==> src/sv/spq_pkg.sv <==
package spq_pkg;

  localparam int DEPTH_DEFAULT = 16;
  localparam int PERIOD_W      = 16;

  // request kinds
  localparam logic [2:0] KIND_INSERT = 3'd0;
  localparam logic [2:0] KIND_DELETE = 3'd1;
  localparam logic [2:0] KIND_POP_LO = 3'd2;
  localparam logic [2:0] KIND_POP_HI = 3'd3;
  localparam logic [2:0] KIND_QUERY  = 3'd4;

  // result status codes
  localparam logic [2:0] ST_OK        = 3'd0;
  localparam logic [2:0] ST_DUP       = 3'd1;
  localparam logic [2:0] ST_FULL      = 3'd2;
  localparam logic [2:0] ST_NOT_FOUND = 3'd3;
  localparam logic [2:0] ST_EMPTY     = 3'd4;

  typedef struct packed {
    logic [2:0]          kind;
    logic [PERIOD_W-1:0] period;
  } spq_req_t;

  typedef struct packed {
    logic [2:0]          status;
    logic [PERIOD_W-1:0] removed_period;
    logic                present;
    logic [4:0]          entry_count;
  } spq_rsp_t;

endpackage

==> src/sv/spq_ram.sv <==
module spq_ram #(
  parameter int WIDTH = 16,
  parameter int DEPTH = 16,
  localparam int AW = (DEPTH > 1) ? $clog2(DEPTH) : 1
) (
  input  logic             clk,
  input  logic             we,
  input  logic [AW-1:0]    waddr,
  input  logic [WIDTH-1:0] wdata,
  input  logic [AW-1:0]    raddr,
  output logic [WIDTH-1:0] rdata
);

  logic [WIDTH-1:0] mem [DEPTH];

  always_ff @(posedge clk) begin
    if (we) begin
      mem[waddr] <= wdata;
    end
    rdata <= mem[raddr];
  end

endmodule

==> src/sv/spq_ctrl.sv <==
module spq_ctrl
  import spq_pkg::*;
#(
  parameter int DEPTH = DEPTH_DEFAULT,
  localparam int AW = $clog2(DEPTH),
  localparam int CW = $clog2(DEPTH + 1)
) (
  input  logic                clk,
  input  logic                rst,
  input  logic                start,
  input  spq_req_t            req,
  output logic                ready,
  output logic                done,
  input  logic                take,
  output spq_rsp_t            rsp,
  output logic                ram_we,
  output logic [AW-1:0]       ram_waddr,
  output logic [PERIOD_W-1:0] ram_wdata,
  output logic [AW-1:0]       ram_raddr,
  input  logic [PERIOD_W-1:0] ram_rdata
);

  typedef enum logic [2:0] {
    S_IDLE, S_SCAN, S_SHIFT_UP, S_WRITE_KEY, S_SHIFT_DN, S_POP_LO, S_POP_HI, S_FINISH
  } state_t;

  localparam logic [CW-1:0] CNT_ZERO = '0;
  localparam logic [CW-1:0] CNT_ONE  = CW'(1);
  localparam logic [CW-1:0] CNT_FULL = CW'(DEPTH);

  state_t              state, state_next;
  logic [2:0]          kind, kind_next;
  logic [PERIOD_W-1:0] key, key_next;
  logic [CW-1:0]       count, count_next;
  logic [CW-1:0]       idx, idx_next;
  logic [CW-1:0]       pos, pos_next;
  logic [2:0]          status, status_next;
  logic [PERIOD_W-1:0] removed, removed_next;
  logic                present, present_next;

  logic [CW-1:0] idx_inc, idx_inc2, idx_dec, count_inc, count_dec;
  logic          ge, eq, last;
  logic [CW+4:0] count_wide;

  assign idx_inc   = idx + CNT_ONE;
  assign idx_inc2  = idx + CW'(2);
  assign idx_dec   = idx - CNT_ONE;
  assign count_inc = count + CNT_ONE;
  assign count_dec = count - CNT_ONE;
  assign ge        = (ram_rdata >= key);
  assign eq        = (ram_rdata == key);
  assign last      = (idx_inc == count);

  always_comb begin
    state_next   = state;
    kind_next    = kind;
    key_next     = key;
    count_next   = count;
    idx_next     = idx;
    pos_next     = pos;
    status_next  = status;
    removed_next = removed;
    present_next = present;
    ram_we       = 1'b0;
    ram_waddr    = idx[AW-1:0];
    ram_wdata    = ram_rdata;
    ram_raddr    = idx_inc[AW-1:0];

    unique case (state)
      S_IDLE: begin
        if (start) begin
          kind_next    = req.kind;
          key_next     = req.period;
          status_next  = ST_OK;
          removed_next = '0;
          present_next = 1'b0;
          idx_next     = CNT_ZERO;
          ram_raddr    = '0;
          if (req.kind == KIND_INSERT || req.kind == KIND_DELETE ||
              req.kind == KIND_QUERY) begin
            if (count == CNT_ZERO) begin
              // empty store: resolve at once
              if (req.kind == KIND_INSERT) begin
                ram_we     = 1'b1;
                ram_waddr  = '0;
                ram_wdata  = req.period;
                count_next = CNT_ONE;
              end else if (req.kind == KIND_DELETE) begin
                status_next = ST_NOT_FOUND;
              end
              state_next = S_FINISH;
            end else begin
              state_next = S_SCAN;
            end
          end else if (req.kind == KIND_POP_LO || req.kind == KIND_POP_HI) begin
            if (count == CNT_ZERO) begin
              status_next = ST_EMPTY;
              state_next  = S_FINISH;
            end else if (req.kind == KIND_POP_LO) begin
              state_next = S_POP_LO;
            end else begin
              ram_raddr  = count_dec[AW-1:0];
              state_next = S_POP_HI;
            end
          end else begin
            state_next = S_FINISH;
          end
        end
      end

      S_SCAN: begin
        // ram_rdata holds entry idx; stop at the first entry not below key, or at the last entry
        if (ge || last) begin
          state_next = S_FINISH;
          if (kind == KIND_INSERT) begin
            if (eq) begin
              status_next  = ST_DUP;
              present_next = 1'b1;
            end else if (count == CNT_FULL) begin
              status_next = ST_FULL;
            end else if (!ge) begin
              // append after the largest entry
              ram_we     = 1'b1;
              ram_waddr  = count[AW-1:0];
              ram_wdata  = key;
              count_next = count_inc;
            end else begin
              pos_next   = idx;
              idx_next   = count_dec;
              ram_raddr  = count_dec[AW-1:0];
              state_next = S_SHIFT_UP;
            end
          end else if (kind == KIND_DELETE) begin
            if (!eq) begin
              status_next = ST_NOT_FOUND;
            end else begin
              removed_next = key;
              if (last) begin
                count_next = count_dec;
              end else begin
                state_next = S_SHIFT_DN;
              end
            end
          end else begin
            present_next = eq;
          end
        end else begin
          idx_next = idx_inc;
        end
      end

      S_SHIFT_UP: begin
        // move entry idx up one slot, walking down to the insert point
        ram_we    = 1'b1;
        ram_waddr = idx_inc[AW-1:0];
        if (idx == pos) begin
          state_next = S_WRITE_KEY;
        end else begin
          idx_next  = idx_dec;
          ram_raddr = idx_dec[AW-1:0];
        end
      end

      S_WRITE_KEY: begin
        ram_we     = 1'b1;
        ram_waddr  = pos[AW-1:0];
        ram_wdata  = key;
        count_next = count_inc;
        state_next = S_FINISH;
      end

      S_SHIFT_DN: begin
        // ram_rdata holds entry idx+1; pull it down into slot idx
        ram_we = 1'b1;
        if (idx_inc2 == count) begin
          count_next = count_dec;
          state_next = S_FINISH;
        end else begin
          idx_next  = idx_inc;
          ram_raddr = idx_inc2[AW-1:0];
        end
      end

      S_POP_LO: begin
        removed_next = ram_rdata;
        if (count == CNT_ONE) begin
          count_next = CNT_ZERO;
          state_next = S_FINISH;
        end else begin
          state_next = S_SHIFT_DN;
        end
      end

      S_POP_HI: begin
        removed_next = ram_rdata;
        count_next   = count_dec;
        state_next   = S_FINISH;
      end

      S_FINISH: begin
        if (take) begin
          state_next = S_IDLE;
        end
      end

      default: begin
        state_next = S_IDLE;
      end
    endcase
  end

  always_ff @(posedge clk) begin
    if (rst) begin
      state <= S_IDLE;
      count <= CNT_ZERO;
    end else begin
      state <= state_next;
      count <= count_next;
    end
    kind    <= kind_next;
    key     <= key_next;
    idx     <= idx_next;
    pos     <= pos_next;
    status  <= status_next;
    removed <= removed_next;
    present <= present_next;
  end

  assign count_wide = {5'd0, count};

  assign ready = (state == S_IDLE);
  assign done  = (state == S_FINISH);

  always_comb begin
    rsp.status         = status;
    rsp.removed_period = removed;
    rsp.present        = present;
    rsp.entry_count    = count_wide[4:0];
  end

endmodule

==> src/sv/sorted_period_queue_unit.sv <==
// Sorted period queue: keeps up to DEPTH distinct 16-bit periods in ascending order in
// a single-port-write, registered-read RAM and serves one request at a time (insert,
// delete value, pop smallest, pop largest, query), returning one response per request.
// A request scans the stored entries from the smallest, one RAM read per cycle, until
// it reaches the first entry not below the key; an insert or delete then moves the
// entries behind that point one slot per cycle through the same RAM port. Pops skip
// the scan. An empty store or an unused kind is resolved at once, without a scan. The
// response sits in an output register, so the next request is taken while it waits.
module sorted_period_queue_unit
  import spq_pkg::*;
#(
  parameter int DEPTH = DEPTH_DEFAULT
) (
  input  logic     clk,
  input  logic     rst,
  input  logic     req_valid,
  output logic     req_stall,
  input  spq_req_t req,
  output logic     rsp_valid,
  input  logic     rsp_stall,
  output spq_rsp_t rsp
);

  localparam int AW = $clog2(DEPTH);

  logic                ctrl_ready, ctrl_done, ctrl_take, start;
  spq_rsp_t            ctrl_rsp;
  logic                ram_we;
  logic [AW-1:0]       ram_waddr, ram_raddr;
  logic [PERIOD_W-1:0] ram_wdata, ram_rdata;

  assign req_stall = !ctrl_ready;
  assign start     = req_valid && ctrl_ready;
  // hand the result over once the output register is free or draining
  assign ctrl_take = ctrl_done && (!rsp_valid || !rsp_stall);

  spq_ctrl #(
    .DEPTH(DEPTH)
  ) u_ctrl (
    .clk      (clk),
    .rst      (rst),
    .start    (start),
    .req      (req),
    .ready    (ctrl_ready),
    .done     (ctrl_done),
    .take     (ctrl_take),
    .rsp      (ctrl_rsp),
    .ram_we   (ram_we),
    .ram_waddr(ram_waddr),
    .ram_wdata(ram_wdata),
    .ram_raddr(ram_raddr),
    .ram_rdata(ram_rdata)
  );

  spq_ram #(
    .WIDTH(PERIOD_W),
    .DEPTH(DEPTH)
  ) u_ram (
    .clk  (clk),
    .we   (ram_we),
    .waddr(ram_waddr),
    .wdata(ram_wdata),
    .raddr(ram_raddr),
    .rdata(ram_rdata)
  );

  always_ff @(posedge clk) begin
    if (rst) begin
      rsp_valid <= 1'b0;
    end else if (ctrl_take) begin
      rsp_valid <= 1'b1;
    end else if (!rsp_stall) begin
      rsp_valid <= 1'b0;
    end
    if (ctrl_take) begin
      rsp <= ctrl_rsp;
    end
  end

  a_busy_after_accept: assert property (@(posedge clk) disable iff (rst)
    start |=> !ctrl_ready)
    else $error("sequencer still idle after accepting a request");

  a_rsp_from_take: assert property (@(posedge clk) disable iff (rst)
    $rose(rsp_valid) |-> $past(ctrl_take))
    else $error("response appeared without a finished request");

  a_present_status: assert property (@(posedge clk) disable iff (rst)
    rsp_valid && rsp.present |-> (rsp.status == ST_OK || rsp.status == ST_DUP))
    else $error("present flag set with an error status");

endmodule

==> config.mk <==
export PLATFORM = sky130hd
export DESIGN_NAME = sorted_period_queue_unit
export DESIGN_NICKNAME = d
export VERILOG_FILES = /design/src/sv/spq_pkg.sv /design/src/sv/spq_ram.sv /design/src/sv/spq_ctrl.sv /design/src/sv/sorted_period_queue_unit.sv
export SDC_FILE = /design/constraint.sdc
export NUM_CORES = 1
export LEC_CHECK = 0
export BUFFER_PORTS_ARGS = -buffer_cell sky130_fd_sc_hd__buf_2
export CAP_MARGIN = 20
export CORE_MARGIN = 4
export CORE_UTILIZATION = 35
export DETAILED_ROUTE_END_ITERATION = 8
export HOLD_SLACK_MARGIN = 0.02
export SYNTH_ARGS = -nofsm -noshare
export SYNTH_HDL_FRONTEND = slang
export SYNTH_SLANG_ARGS = --single-unit
export TNS_END_PERCENT = 1
==> constraint.sdc <==
create_clock -name clk -period 8.8 [get_ports clk]
set_input_delay 0.44 -clock clk [delete_from_list [all_inputs] [get_ports clk]]
set_output_delay 0.44 -clock clk [all_outputs]
set_load 0.03 [all_outputs]
* Word-level counts from Yosys, hierarchy flattened
Memories as Yosys holds them, arrays and structs flattened. A register that Yosys moved wholly into a read port is not among the register bits.
Cells that the tools add are included.
Widths: inputs -> output; s select.
** Operators by class
- Add/subtract/negate cells :: 5
- Order comparisons :: 1
- Equal/unequal tests :: 47
- Multiplexer cells :: 116
- Bitwise operators :: 2
- Reduce and logical (&&, ||, !) cells :: 29
** Operators with widths (number)
- $mux 16 :: 14
- $mux 5 :: 22
- $pmux 16 s3 :: 2
- $mux 4 :: 21
- $mux 3 :: 27
- $pmux 4 s4 :: 2
- $pmux 5 s6 :: 1
- $ne 2x1->1 const B :: 12
- $ne 3x3->1 const B :: 7
- $pmux 3 s7 :: 1
- $pmux 5 s4 :: 1
- $mux 1 :: 18
- $reduce_and 6->1 :: 3
- $eq 16x16->1 :: 1
- $ge 16x16->1 :: 1
- $eq 3x3->1 const B :: 5
- $eq 5x5->1 :: 3
- $reduce_and 14->1 :: 1
- $eq 3x2->1 const B :: 4
- $add 5x1->5 const B :: 2
- $reduce_and 5->1 :: 2
- $sub 5x1->5 const B :: 2
- $eq 3x1->1 const B :: 3
- $logic_not 3->1 :: 3
- other kinds (24) :: 42
** Storage, ports and cells
- Register bits :: 83
- RAM bits :: 256
- Input port bits :: 23
- Word-level logic and storage cells :: 215
- Memories kept :: 1
** Memory list
- u_ram.mem :: depth 16, bits a word 16, rd ports 1, clocked after Yosys merged registers in 1, write ports 1, line spq_ram.sv:14 : logic [WIDTH-1:0] mem [DEPTH];

* Depth between registers and ports, before layout
- Depth in word-level cells :: 9
- Gate-level depth with buffers :: 15

* Modules after synthesis
From an unflattened synthesis, not the netlist that was laid out.
** Second synthesis, totals
- Cell total of the unflattened synthesis :: 1059
- Area, all modules :: 15850.2 µm²
** Modules (own cells, without submodules)
- spq_ram :: instances 1, cells an instance 432, area each 10043.4 µm², sequential area each 8007.7 µm²
- spq_ctrl :: instances 1, cells an instance 596, area each 5009.8 µm², sequential area each 1631.6 µm²
- sorted_period_queue_unit :: instances 1, cells an instance 31, area each 797.0 µm², sequential area each 770.7 µm²

* Least setup slack after synthesis
Ideal clock, no wire load.
- Path type :: register to register
- From :: reg u_ctrl.key[13]
- To :: mem u_ram.mem[9][0] (enable)
- Library setup time :: 0.436 ns
- Arrival :: 4.255 ns
- Required time :: 8.364 ns
- Slack :: 4.109 ns
- Cell stages (with the launch flop) :: 13
- Clock period less this slack :: 4.691 ns
- Cells stage by stage :: edfxtp_1 > inv_1 > ha_1 > nand4_1 > nor4b_4 > nor2_1 > and2_1 > a21boi_0 > o21ai_0 > a21oi_1 > a21o_1 > clkbuf_1 > nor4b_1
** Between the ends
- Longest elaborated chain between the ends :: 9
- Elaborated cells on any way between the ends :: 17
** RTL lines
- start, declared :: line spq_ctrl.sv:33 : logic [PERIOD_W-1:0] key, key_next;
- start signal, assigned :: line spq_ctrl.sv:221 : key <= key_next;
- $ge 16x16->1 :: line spq_ctrl.sv:50 : assign ge = (ram_rdata >= key);
- $mux 1 :: line spq_ctrl.sv:121 : end else if (!ge) begin
- $mux 1 :: line spq_ctrl.sv:119 : end else if (count == CNT_FULL) begin
- $mux 1 :: line spq_ctrl.sv:116 : if (eq) begin
- $mux 1 :: line spq_ctrl.sv:115 : if (kind == KIND_INSERT) begin
- $mux 1 :: line spq_ctrl.sv:113 : if (ge || last) begin
- $pmux 1 s3 :: line spq_ctrl.sv:69 : unique case (state)
- $mux 1 :: line spq_ram.sv:17 : if (we) begin
- $mux 1 (implied by the code) :: line spq_ram.sv:18 : mem[waddr] <= wdata;
- end, declared :: line spq_ram.sv:14
Parallel ways exist; a longest one is shown, timed or not.

* Worst setup path in the final report
- From :: reg u_ctrl.count[0]
- To :: reg u_ram.rdata[15] (read register of u_ram.mem)
** Between the ends
- Longest elaborated chain between the ends :: 7
- Elaborated cells on any way between the ends :: 18
** RTL lines
- start, declared :: line spq_ctrl.sv:34 : logic [CW-1:0] count, count_next;
- start signal, assigned :: line spq_ctrl.sv:218 : count <= count_next;
- $sub 5x1->5 :: line spq_ctrl.sv:49 : assign count_dec = count - CNT_ONE;
- $mux 4 (on tied branches) :: line spq_ctrl.sv:121, spq_ctrl.sv:99
- $mux 4 (on tied branches) :: line spq_ctrl.sv:119, spq_ctrl.sv:96
- $mux 4 (on tied branches) :: line spq_ctrl.sv:116, spq_ctrl.sv:95
- $mux 4 (on tied branches) :: line spq_ctrl.sv:115, spq_ctrl.sv:79
- $mux 4 (on tied branches) :: line spq_ctrl.sv:113, spq_ctrl.sv:71
- $pmux 4 s4 * :: line spq_ctrl.sv:69
- end, declared :: line spq_ram.sv:11 : output logic [WIDTH-1:0] rdata
Every way passes the cells marked *; elsewhere a longest branch is shown, timed or not.
A chain may end at the register's enable or synchronous reset.

==> results.md <==
- The aggregate global routing overflow is 0.
- The floorplan step defined a die boundary enclosing 50970 um^2.
- The path class of the tightest hold or removal check is in -> reg.
- The number of enable-type register cells in the synthesized netlist is 330.
- The latest clock arrival within the worst-skew pair is between 500 and 600 ps.
- For this design the top-level I/O count stands at 50.
- The final layout contains routed wiring with a total length of 44600 um.
- The cell class contributing the biggest share of worst-path delay is compound AO/OA/AOI/OAI gates.
- In this design, the critical path's most frequently occurring cell is sky130_fd_sc_hd__buf_4.
- The height of the die is about 230 um.
- The critical path endpoint category is a flop.
- Row generation in the floorplan step produced 79 rows.
- The synthesized design spends more area on one cell type than any other, namely sky130_fd_sc_hd__edfxtp_1.
- Once placement completed, the tool counted placed cells totaling 1893.
- The number of remaining DRC errors is 0.
- Hold repair after CTS inserted 0 buffers.
- After layout, the worst path uses roughly 63% of the clock period.
- The count of state elements after synthesis is between 300 and 400.
- The required time of the critical path is between 9000 and 10000 ps.
- The HPWL reported at the end of detailed placement is roughly 28000 um.
- Tracing the worst setup path back leads to its startpoint at u_ctrl.count[0].
- Setup repair after global routing left no endpoint under its margin.
- The number of global-route vias before repair is 10910.
- Together, buffers and inverters on the worst path number 3.
- Synthesis produced a netlist with a net count of between 1000 and 1500.
- Synthesis handed over a netlist of between 1000 and 1500 instances.
- Cells fill between 40% and 50% of the core in the end.
- The run finished with clean final reports.
- The critical path is of the reg -> reg type.
- Clock-pin slew was measured on the worst setup and hold paths at around 60 ps.
- Across all setup checks in the final design, the least slack found is 3265 ps.
- After routing, the total negative slack on setup checks comes to 0 ps.
- The time the worst path needs with I/O delays and setup is 5535 ps.
- At the pin with the least slew margin, the transition time is 1077 ps.
- OpenSTA, run right after detailed placement, puts the worst setup slack at roughly 3300 ps.
- In this run the standard cell core region covers between 40000 and 50000 um^2.
- The global placement routability congestion is around 0.88.
- The count of endpoints failing hold in the final timing report is 0.
- The worst register-to-register path has a depth of 13.
- The post-route netlist has 19.91% of its cells at a drive strength greater than 1.
- The post-route antenna net violation count is 0.
- Yosys instantiated no cell more often than sky130_fd_sc_hd__edfxtp_1.
- Across the run, the number of max-cap violations was 0.
- After the flow finishes, the layout carries non-filler instances totaling between 1500 and 2000.
- The origin of the worst min-delay path is req[11].
- Counting instances, the worst hold path has a depth of 1.
- The number of DRC markers in iteration 0 is between 1000 and 1500.
- The tree built by TritonCTS fans out to between 300 and 400 sinks.
- Across all layers, the routed design uses ~11000 vias.
- The number of warnings issued by yosys is 0.
- The number of optimization iterations in the first detailed-route pass is 7.
- The number of levels the H-tree was split into is 2.
- The startpoint of the worst-slack reg-to-reg timing path is u_ctrl.count[0].
- The proportion of synthesized flip-flops having asynchronous set or reset is 0%.
- The internal reg-to-reg setup slack is 3270 ps.
- In this run, CTS created clock tree buffers numbering 38.
- The cell at the root of the clock tree is sky130_fd_sc_hd__clkbuf_16.
- The data arrival time of the critical path is roughly 5900 ps.
- Along the worst path, the maximum fanout reaches 75.
- The most instantiated flip-flop cell in the synthesis netlist is sky130_fd_sc_hd__edfxtp_1.
- The count of final max-slew check failures was 0.
- Yosys mapped the design onto 74 distinct sky130hd cell types.
- The setup skew after layout is between 10 and 15 ps.
- The worst hold path terminates at u_ctrl.key[11].
- The number of resized instances in the post-cts repair step is 0.
- The maximum clock rate is roughly 180 MHz.
- The cell with the biggest individual delay on the critical path is sky130_fd_sc_hd__o21a_4.
- For this run, the register share of the synthesized area comes to a little over three fifths.
- Entering global routing, the biggest net connects 76 pins.
- Ranked by total cell area, the synthesized netlist is headed by sky130_fd_sc_hd__edfxtp_1 (60%), sky130_fd_sc_hd__mux2_2 (5.4%), sky130_fd_sc_hd__o211ai_1 (5.2%), sky130_fd_sc_hd__dfxtp_1 (3.0%), sky130_fd_sc_hd__nand2_1 (2.2%).
- The per-cell via count in the routed design is 5.755.
- Setup violations remaining at the end of the flow were counted as 0.
- The initial utilization of the core area, before any placement, comes to a little over a third.
- The post-synthesis average cell area is around 13 um^2.
- The growth of design area from synthesis to finish is 13.40%.
- The worst register-to-register path ends at u_ram.rdata[15].
- Measured along the x axis, the die boundary spans approximately 230 um.
- The sort of element at the start of the critical path is a flop.
- The critical path goes through inv_1, ha_1, nor4b_4, nor4b_2, nand2_1, o211ai_1, a211o_1, buf_4, o21a_4, buf_4, mux2_2, o22ai_1, a211oi_2.
- The clock passes through at most 3 buffers.
- The buffers inserted during post-CTS setup optimization is 0.
- The number of antenna violations at the first check in global routing is 2.
- Ranked by instance count, the synthesized netlist is headed by sky130_fd_sc_hd__edfxtp_1 (330), sky130_fd_sc_hd__o211ai_1 (114), sky130_fd_sc_hd__nand2_1 (99), sky130_fd_sc_hd__mux2_2 (79), sky130_fd_sc_hd__inv_1 (74).
- In this design, the stage delay of the slowest critical-path cell is around 920 ps.
- The area share of the largest cell type after synthesis is between 50% and 60%.
- During placement, the flow inserted port buffers numbering approximately 50.
- The worst slew margin relative to its limit is 28.20%.
- The netlist area before placement is roughly 17000 um^2.
- The wire length of the first global-routing pass is 67880 um.
- TritonCTS built the clock tree.
- The average wire per standard cell is approximately 23 um.
- Across every metal layer, demand over resource in global routing totals around 17%.
- After the last flow step, the layout net total stands at roughly 1400.
- 0 antenna diodes ended up in the layout.
-- per-stage QoR --
stage	instance area (um^2)	hold WS (ps)
final	18820	75.49
after global routing	18820	62.19
after CTS	18770	49.56
after detailed placement	17580	404.5
after global placement	17520	401.1
after floorplan	16600	400.3
-- worst max path at each step --
stage	slack [ps]	endpoint	cells after the start
finish	3270	u_ram.rdata[15]	13
global route	2870	u_ram.rdata[15]	13
floorplan	4110	u_ram.mem[9][0]	12
CTS	3300	u_ram.mem[12][3]	11
detailed placement	3310	u_ram.mem[12][10]	11
global placement	3300	u_ram.rdata[15]	13
-- layout by cell type (no fill, tap or decap), types with 17 or more instances in the layout --
master	Yosys	final
sky130_fd_sc_hd__edfxtp_1	330	330
sky130_fd_sc_hd__buf_2	27	49
sky130_fd_sc_hd__clkbuf_16	0	39
sky130_fd_sc_hd__nor3_1	17	17
sky130_fd_sc_hd__buf_4	9	42
sky130_fd_sc_hd__mux2_2	79	79
sky130_fd_sc_hd__o21ai_0	64	64
sky130_fd_sc_hd__a21oi_1	66	64
sky130_fd_sc_hd__nand2_1	99	99
sky130_fd_sc_hd__a221oi_1	17	17
sky130_fd_sc_hd__xnor2_1	17	17
sky130_fd_sc_hd__nor2_1	33	32
sky130_fd_sc_hd__o211ai_1	114	114
sky130_fd_sc_hd__ha_1	24	24
sky130_fd_sc_hd__nand3_1	32	32
sky130_fd_sc_hd__a31oi_1	17	17
sky130_fd_sc_hd__o22ai_1	37	37
sky130_fd_sc_hd__dfxtp_1	25	25
sky130_fd_sc_hd__inv_1	74	74
-- cell families (layout without fill, tap and decap cells) --
kind of cell / count (synthesis) / in the layout / synth area share [%]
buf+inv: 166 / 236 / 4.387
simple gates: 241 / 241 / 7.373
fa+ha+maj: 24 / 24 / 1.809
compound gates: 387 / 387 / 16.30
flops: 355 / 355 / 62.72
mux: 85 / 85 / 5.722
xor+xnor: 28 / 28 / 1.689
-- area by class of cell --
| class | instances | area (um^2) |
|---|---|---|
| well taps | 607 | 759.5 |
| clock buffers | 49 | 1013 |
| inverters | 75 | 281.5 |
| flip-flops and latches | 355 | 10410 |
| fillers | 4318 | 27930 |
| clock inverters | 18 | 178.9 |
| repair buffers | 94 | 630.6 |
| multi-input cells | 765 | 5548 |
-- flip-flops by register name (all words and copies together), names as in the netlist --
signal and flops:
u_ctrl.idx 5, u_ctrl.state 3, u_ctrl.count 5, u_ctrl.key 16
rsp 25, u_ctrl.pos 5, u_ram.mem 256, u_ram.rdata 16
u_ctrl.kind 3, u_ctrl.status 3, u_ctrl.removed 16, u_ctrl.present 1
rsp_valid 1
-- routing by layer --
layer | track usage [%] | wire length (um) | up-vias
met5 | 0 | 0 | -
met4 | 5.276 | 1120 | 0
met3 | 2.587 | 3071 | 69
met2 | 27.79 | 20820 | 486
met1 | 23.99 | 19590 | 5692
li1 | - | - | 5051
Power is not shown: default switching activity piles up to over one toggle a cycle in this logic, so the estimate is an artifact.
